[config.mk]
export PLATFORM = sky130hd
export DESIGN_NAME = thp_queue
export DESIGN_NICKNAME = d
export VERILOG_FILES = /design/src/hw/rtl/thp_pkg.sv /design/src/hw/rtl/thp_queue.sv
export SDC_FILE = /design/constraint.sdc
export NUM_CORES = 1
export LEC_CHECK = 0
export BUFFER_PORTS_ARGS = -buffer_cell sky130_fd_sc_hd__buf_2
export CAP_MARGIN = 20
export CORE_UTILIZATION = 50
export CTS_CLUSTER_DIAMETER = 100
export DETAILED_ROUTE_END_ITERATION = 6
export PLACE_DENSITY = 0.66
export SYNTH_ARGS = -nofsm -noshare
export SYNTH_HDL_FRONTEND = slang
export SYNTH_SLANG_ARGS = --single-unit
export TNS_END_PERCENT = 100
[constraint.sdc]
create_clock -name clk -period 8.1 [get_ports clk]
set_input_delay 1.215 -clock clk [delete_from_list [all_inputs] [get_ports clk]]
set_output_delay 1.215 -clock clk [all_outputs]
set_load 0.01 [all_outputs]
[src/hw/rtl/thp_pkg.sv]
// Shared types, constants and arithmetic helpers for the sensor compensation core.
// No dependencies; the front, queue, back and top files in hw/rtl import this package.
`timescale 1ns / 1ps
package thp_pkg;

  typedef struct packed {
    logic [19:0] raw_temperature;
    logic [19:0] raw_pressure;
    logic [15:0] raw_humidity;
  } thp_in_t;

  typedef struct packed {
    logic signed [15:0] temperature_centi;
    logic [31:0]        pressure_q24_8;
    logic [16:0]        humidity_q22_10;
    logic               pressure_divisor_zero;
  } thp_out_t;

  // Calibration words as written through the configuration port.
  typedef struct packed {
    logic [47:0] temp;
    logic [63:0] press_a;
    logic [63:0] press_b;
    logic [47:0] p9_hum;
    logic [31:0] hum_b;
  } thp_calib_t;

  // Item handed from the front (temperature, humidity) to the back (pressure).
  typedef struct packed {
    logic [31:0] t_fine;
    logic [15:0] temp_centi;
    logic [16:0] hum;
    logic [19:0] raw_pressure;
  } thp_item_t;

  typedef struct packed {
    logic       pop;
    logic [4:0] count;
  } thp_qstat_t;

  localparam int CFG_IDX_W   = 3;
  localparam int QUEUE_DEPTH = 16;
  localparam int QUEUE_AW    = $clog2(QUEUE_DEPTH);
  localparam int FE_LAT      = 10;

  typedef enum logic [CFG_IDX_W-1:0] {
    REG_TEMP_CAL  = 3'd0,
    REG_PRESS_A   = 3'd1,
    REG_PRESS_B   = 3'd2,
    REG_P9_HUM    = 3'd3,
    REG_HUM_B     = 3'd4
  } thp_cfg_reg_e;

  localparam logic [31:0] T_OFFSET_HUM  = 32'd76800;
  localparam logic [31:0] HUM_ROUND_A   = 32'd16384;
  localparam logic [31:0] HUM_OFFSET_C  = 32'd32768;
  localparam logic [31:0] HUM_OFFSET_D  = 32'd2097152;
  localparam logic [31:0] HUM_ROUND_E   = 32'd8192;
  localparam logic [31:0] HUM_MAX       = 32'd419430400;
  localparam logic [63:0] T_OFFSET_PRS  = 64'd128000;
  localparam logic [63:0] PRS_FULL      = 64'd1048576;
  localparam logic [63:0] PRS_SCALE     = 64'd3125;
  localparam logic [63:0] PRS_BIAS      = 64'h0000_8000_0000_0000;

  function automatic logic [31:0] asr32(input logic [31:0] v, input int unsigned s);
    return $unsigned($signed(v) >>> s);
  endfunction

  function automatic logic [63:0] asr64(input logic [63:0] v, input int unsigned s);
    return $unsigned($signed(v) >>> s);
  endfunction

  function automatic logic [63:0] sx16_64(input logic [15:0] v);
    return {{48{v[15]}}, v};
  endfunction

endpackage

[src/hw/rtl/thp_queue.sv]
// Short FIFO between front and back; the back drains it whenever it holds an item.
// Uses thp_pkg for the item type and depth. Read data is registered: stat.pop marks it.
`timescale 1ns / 1ps
module thp_queue (
  input  logic                clk,
  input  logic                rst_n,
  input  logic                push,
  input  thp_pkg::thp_item_t  push_item,
  output thp_pkg::thp_qstat_t stat,
  output thp_pkg::thp_item_t  pop_item
);
  import thp_pkg::*;

  thp_item_t           mem_r [0:QUEUE_DEPTH-1];
  thp_item_t           rd_r;
  logic [QUEUE_AW-1:0] wp_r, rp_r;
  logic [QUEUE_AW:0]   cnt_r, cnt_nxt;
  logic                pop;
  logic                pop_r;

  always_comb begin
    pop     = (cnt_r != '0);
    cnt_nxt = cnt_r + (QUEUE_AW+1)'(push) - (QUEUE_AW+1)'(pop);
  end

  always_ff @(posedge clk) begin
    if (!rst_n) begin
      wp_r  <= '0;
      rp_r  <= '0;
      cnt_r <= '0;
      pop_r <= 1'b0;
    end else begin
      if (push) wp_r <= wp_r + 1'b1;
      if (pop) rp_r <= rp_r + 1'b1;
      cnt_r <= cnt_nxt;
      pop_r <= pop;
    end
  end

  always_ff @(posedge clk) begin
    if (push) mem_r[wp_r] <= push_item;
    if (pop) rd_r <= mem_r[rp_r];
  end

  assign pop_item   = rd_r;
  assign stat.pop   = pop_r;
  assign stat.count = 5'(cnt_r);
endmodule

# Word level (Yosys, flattened, before mapping)
# Memory sizes are Yosys's and may differ from the RTL's. A register that Yosys moved wholly into a read port is not among the register bits.
# Index checks and enable logic that the tools add are counted.
[word_totals] mem_count=1 regBits=14 word_cells=12 ram_bits=1360 input_bits=88
[memory_table] memory="mem_r" depth=16 word_bits=85 rd=1 rd_clocked_by_memory_dff=1 write_ports=1 line="thp_queue.sv:14" source="thp_item_t mem_r [0:QUEUE_DEPTH-1];"
[classes] n_reduce_logical=1 addsub=4 n_mux=2
[ops] operator="4-bit by 1-bit adder with 4-bit output (second input constant)" n=2
[ops] operator="5-bit by 1-bit adder with 5-bit output" n=1
[ops] operator="5-bit nonzero test" n=1
[ops] operator="5-bit by 1-bit subtractor with 5-bit output" n=1
[ops] operator="1-bit two-way mux" n=2

# Longest topological paths before layout
# Gate-level depths: netlist of run 1.
[logic_depth] depth_word=2 ltp_mapped=12

# Least setup slack after synthesis of run 1
# No wires, ideal clock.
[synth_path] path_kind="input -> register" startpoint="input push" endpoint="memory mem_r[0][0] in the netlist's numbering (enable)" path_stages=3 t_arrival_ns=3.768 path_slack_ns=3.879 t_required_ns=7.647 setup_time_ns=0.453 n_path_buf=1 path_cell_list="clkbuf_1 -> nor3b_1 -> and2_1"
[synth_via] elab_chain_len=2
[synth_rtl] element="start, declared" line="thp_queue.sv:7" source="input logic push,"
[synth_rtl] element="1-bit two-way mux" line="thp_queue.sv:41" source="if (push) mem_r[wp_r] <= push_item;"
[synth_rtl] element="1-bit two-way mux (implied by the code)" line="thp_queue.sv:41"
[synth_rtl] element="end, declared" line="thp_queue.sv:14"
# No other way between the ends.

# Worst setup path in the final report of run 1
[layout_path] startpoint="register cnt_r[2]" endpoint="register cnt_r[4]"
[layout_via] elab_chain_len=2
[layout_rtl] element="start, declared" line="thp_queue.sv:17" source="logic [QUEUE_AW:0] cnt_r, cnt_nxt;"
[layout_rtl] element="start signal, assigned" line="thp_queue.sv:35" source="cnt_r <= cnt_nxt;"
[layout_rtl] element="5-bit nonzero test" line="thp_queue.sv:22" source="pop = (cnt_r != '0);"
[layout_rtl] element="named net pop" line="thp_queue.sv:18" source="logic pop;"
[layout_rtl] element="5-bit by 1-bit subtractor with 5-bit output" line="thp_queue.sv:23" source="cnt_nxt = cnt_r + (QUEUE_AW+1)'(push) - (QUEUE_AW+1)'(pop);"
# The timed path passes the listed nets, and every way through them passes these cells.
# A chain may end at the register's enable or synchronous reset.

==> results.json, run 1 <==
{
  "outcome": "completed",
  "clk_pin_slew_ps": 60,
  "detail_route.vias_per_cell": 5.99,
  "rrSetupSlack_ps": 4800,
  "fin_crit_sh": 0.408,
  "ys_top_cells_by_area": "edfxtp_1 (80%), mux4_2 (14%), a22oi_1 (2.4%), nand2_1 (0.62%), dfxtp_1 (0.52%)",
  "fillerInstances": 7656,
  "final_nets": 2595,
  "tns_ps": 0,
  "final_area_um2": 61300,
  "port_buffers": 178,
  "grt_pass1_wl_mm": 170,
  "drive_gt1_frac": 0.301,
  "clock_latency_ps": 730,
  "p_leak_nw": 19.3,
  "syn_area_um2": 54100,
  "switchingPower_mw": 4.87,
  "dpl.hpwl_mm": 59.2,
  "routedWlPerCell_um": 28.5,
  "p_seq_frac": 0.467,
  "crit_fanout": 27,
  "yosys.area.top_type": "edfxtp_1",
  "cts_max_path_buffers": 3,
  "hp-class": "flip-flop to flip-flop",
  "hold_buffers": 0,
  "rsz0062_at_grt": "false",
  "clock.fmax_mhz": 303,
  "die_x_um": 331,
  "ys_seq_elements": 1459,
  "start_kind": "flip-flop",
  "post_cts.repair.setup_buffers": 0,
  "stdcell_count": 4017,
  "final_cell_mix": "edfxtp_1 (1,445), mux4_2 (340), buf_2 (178)",
  "final_core_util": 0.572,
  "ir_drop_mv": 0.249,
  "synth-seq-area-share": 0.807,
  "dp_cells": 3751,
  "chipHeight_um": 331,
  "placed_area_um2": 56500,
  "vias": 24080,
  "pwr-share-comb": 0.187,
  "coreArea_um2": 107000,
  "place.gp.congestion": 0.746,
  "slew_violations": 0,
  "hold_viol": 0,
  "first_global_vias": 25397,
  "syn_avg_cell_area_um2": 24.0,
  "setup_viol": 0,
  "max_slew_margin": 0.165,
  "track_usage": 0.215,
  "postSynthNetCount": 2353,
  "dieArea_um2": 110000,
  "finClkSkew_ps": 16.8,
  "swShare": 0.252,
  "path_class": "flip-flop to flip-flop",
  "antenna_found_initial": 14,
  "final_common_cell": "edfxtp_1",
  "grt_max_degree": 145,
  "synth_cell_type_count": 31,
  "initial_core_util": 0.505,
  "synth_top_area_frac": 0.802,
  "io_pins": 179,
  "cts_sinks": 1459,
  "syn_inst": 2253,
  "cp_data_arrival_time_ps": 3920,
  "grt.overflow.total": 0,
  "power_density_nw_per_um2": 316,
  "drv_cap": 0,
  "cts_made_buffers": 145,
  "firstDrtPassIters": 7,
  "htree_num_levels": 4,
  "endpoint_kind": "flip-flop",
  "yosysWarnings": 0,
  "area_delta_synth_final_pct": 13.2,
  "drtIter0Drc": 2523,
  "pwr-share-clk": 0.346,
  "postRouteAntennaNets": 0,
  "cp.required_ps": 8720,
  "worst_slew_pin_slew_ps": 1250,
  "cts_resized": 0,
  "wl_mm": 114,
  "finalCriticalPeriod_ps": 3300,
  "cts_root_buffer": "clkbuf_16",
  "rows": 120,
  "drc": 0,
  "cts_tree": "built",
  "internal-power_mw": 14.5
}
## routing by layer
layer	track usage	vias up	wire (um)
met3	0.0459	178	8290
met4	0.0556	16	2090
met2	0.344	839	56400
li1	-	10150	-
met1	0.305	12897	47500
met5	0	-	99
## through the flow
step	setup WS, ps	power, mW	hold WS (ps)
floorplan	3880	11.8	539
finish	4800	19.4	601
detailed placement	4260	12.9	589
global placement	4330	12.9	568
global route	4530	20.1	632
CTS	4700	19.6	597
## power by group through the flow
stage	Sequential [mW]	Clock, mW	Combinational (mW)
2_1_floorplan	9.16	0	2.60
3_3_place_gp	9.20	0	3.68
3_5_place_dp	9.20	0	3.71
4_1_cts	9.05	6.80	3.73
5_1_grt	9.07	7.08	3.93
6_report	9.03	6.69	3.63
## cell families after synthesis
logic type | Yosys count | share of synthesized area
flops | 1459 | 0.807
mux | 341 | 0.142
compound gates | 175 | 0.0241
simple gates | 132 | 0.0112
buf+inv | 125 | 0.0119
fa+ha+maj | 12 | 0.00291
xor+xnor | 9 | 0.00146
## cells in the mapped netlist, drive strengths merged
library cell / count
edfxtp: 1445
mux4: 340
a22oi: 170
nand2: 90
buf: 69
clkbuf: 47
and2: 28
dfxtp: 14
ha: 11
inv: 9
xnor2: 6
nor2: 3
nor2b: 3
xor2: 3
a21oi: 2
and3: 2
nand4: 2
a21boi: 1
a21o: 1
and3b: 1
fa: 1
mux2i: 1
nor3b: 1
nor4b: 1
o21ai: 1
or3: 1
## registers in the layout (all words and copies together) (netlist names)
register  cells
mem_r      1360
pop_item     85
cnt_r         5
rp_r          4
wp_r          4
pop_r         1
## final timing paths
path,endpoint,cells past startpoint,startpoint
hold / removal,wp_r[1],2,wp_r[1]
hold reg to reg,wp_r[1],2,wp_r[1]
setup reg to reg,cnt_r[4],12,cnt_r[2]
setup / recovery,cnt_r[4],12,cnt_r[2]
## worst max-delay path: stages, from the launching register on
cell	delay (ps)
dfxtp_1	320
inv_1	80
ha_1	140
nor4b_2	450
inv_4	360
ha_1	390
inv_1	40
ha_1	200
fa_1	430
a21oi_1	180
nor2_1	70
or3_1	340
and3_1	190
## area by class of cell
type / count / area [um^2] / share of cell area
repair buffers: 211 / 1180 / 0.0192
well taps: 1403 / 1760 / 0.0286
clock buffers: 183 / 3990 / 0.0651
inverters: 9 / 36.3 / 0.000592
flip-flops and latches: 1459 / 43700 / 0.713
diodes: 6 / 15.0 / 0.000245
multi-input cells: 669 / 9880 / 0.161
clock inverters: 77 / 763 / 0.0125
No activity file was read; power rests on OpenSTA's default activity.
==> run 2, diff against run 1 <==
Clock period 8.1 ns to 3.18 ns, I/O delays scaled along.
==> results.json, run 2 (synthesized netlist as in run 1, its figures left out) <==
{
  "outcome": "completed",
  "hp-class": "primary input to flip-flop",
  "drive_gt1_frac": 0.310,
  "m1WireLength_mm": 47.3,
  "antenna_found_initial": 22,
  "dieArea_um2": 110000,
  "setup_viol": 0,
  "tns_ps": 0,
  "port_buffers": 178,
  "drv_cap": 0,
  "track_usage": 0.226,
  "finalCriticalPeriod_ps": 2860,
  "clock.fmax_mhz": 350,
  "hold_viol": 0,
  "largest_reg_flops": 1360,
  "final_common_cell": "edfxtp_1",
  "grt.overflow.total": 0,
  "power_density_nw_per_um2": 783,
  "top_layer_used": "met5",
  "max_slew_margin": 0.496,
  "worst_slew_pin_slew_ps": 756,
  "grt_max_degree": 100,
  "placed_area_um2": 57500,
  "dpl.hpwl_mm": 62.3,
  "drtIter0Drc": 2457,
  "wl_met3_mm": 8.08,
  "regMostFlops": "mem_r",
  "routed-wl-met2_mm": 62.1,
  "final_area_um2": 62100,
  "chipHeight_um": 331,
  "place.gp.congestion": 0.750,
  "cp_data_arrival_time_ps": 3470,
  "cts_made_buffers": 148,
  "postRouteAntennaNets": 0,
  "hold_buffers": 0,
  "fillerInstances": 7608,
  "routedWlPerCell_um": 29.6,
  "cts_resized": 0,
  "path_class": "flip-flop to flip-flop",
  "rows": 120,
  "wl_mm": 120,
  "p_leak_nw": 19.6,
  "start_kind": "flip-flop",
  "finClkSkew_ps": 26.6,
  "area_delta_synth_final_pct": 14.7,
  "final_nets": 2646,
  "die_x_um": 331,
  "rsz0062_at_grt": "false",
  "htree_num_levels": 4,
  "slew_violations": 0,
  "endpoint_kind": "flip-flop",
  "fin_crit_sh": 0.899,
  "grt_pass1_wl_mm": 176,
  "coreArea_um2": 107000,
  "clock_latency_ps": 740,
  "drc": 0,
  "crit_fanout": 3,
  "ir_drop_mv": 0.554,
  "cts_sinks": 1459,
  "firstDrtPassIters": 5,
  "detail_route.vias_per_cell": 6.06,
  "cts_tree": "built",
  "initial_core_util": 0.505,
  "clk_pin_slew_ps": 60,
  "post_cts.repair.setup_buffers": 0,
  "cp.required_ps": 3790,
  "cts_max_path_buffers": 3,
  "cts_root_buffer": "clkbuf_16",
  "vias": 24648,
  "io_pins": 179,
  "first_global_vias": 25926,
  "final_cell_mix": "edfxtp_1 (1,445), mux4_2 (340), buf_2 (178)"
}
## run 2: final cells by class
cell class / instances / area (um^2) / share of cell area
Timing Repair Buffer: 259 / 2150 / 0.0346
Inverter: 9 / 47.5 / 0.000766
Antenna cell: 11 / 27.5 / 0.000443
Tap cell: 1403 / 1760 / 0.0283
Sequential cell: 1459 / 43700 / 0.703
Clock buffer: 177 / 3950 / 0.0636
Clock inverter: 77 / 601 / 0.00967
Multi-Input combinational cell: 669 / 9880 / 0.159
## run 2: final timing paths
| kind | from | endpoint | slack, ps | depth (start not counted) |
|---|---|---|---|---|
| worst max register to register | cnt_r[2] | cnt_r[4] | 320 | 12 |
| worst min register to register | wp_r[1] | wp_r[1] | 650 | 2 |
| worst min-delay path | push_item[2] | mem_r[7][2] | 110 | 1 |
| worst max-delay path | cnt_r[2] | cnt_r[4] | 320 | 12 |
## run 2: critical path, cell delays in order (launching register included)
cell and delay, ps:
dfxtp_1 320, inv_1 80, ha_1 140, nor4b_2 270
bufinv_8 250, ha_1 260, inv_1 40, ha_1 200
fa_1 430, a21oi_1 180, nor2_1 60, or3_1 340
and3_1 180
## run 2: where the power goes
| group | switching, mW | total (mW) | internal, mW |
|---|---|---|---|
| logic | 4.83 | 9.43 | 4.60 |
| registers | 0.418 | 22.8 | 22.4 |
| clock network | 6.87 | 16.4 | 9.52 |
## run 2: stage by stage
| stage | std cells | hold slack [ps] | power [mW] | worst slack (ps) | util |
|---|---|---|---|---|---|
| 6_report | 4064 | 105 | 48.6 | 320 | 0.579 |
| 5_1_grt | 4059 | 94.6 | 50.5 | 189 | 0.579 |
| 3_3_place_gp | 3799 | 557 | 32.7 | 369 | 0.536 |
| 3_5_place_dp | 3799 | 629 | 32.8 | 321 | 0.536 |
| 2_1_floorplan | 2253 | 539 | 30.0 | 187 | - |
| 4_1_cts | 4053 | 68.4 | 49.2 | 309 | 0.579 |
## run 2: routing by layer
metal	GRT usage	vias to the layer above
li1	-	10270
met2	0.386	894
met4	0.0646	22
met3	0.0419	181
met1	0.298	13281
met5	0	-
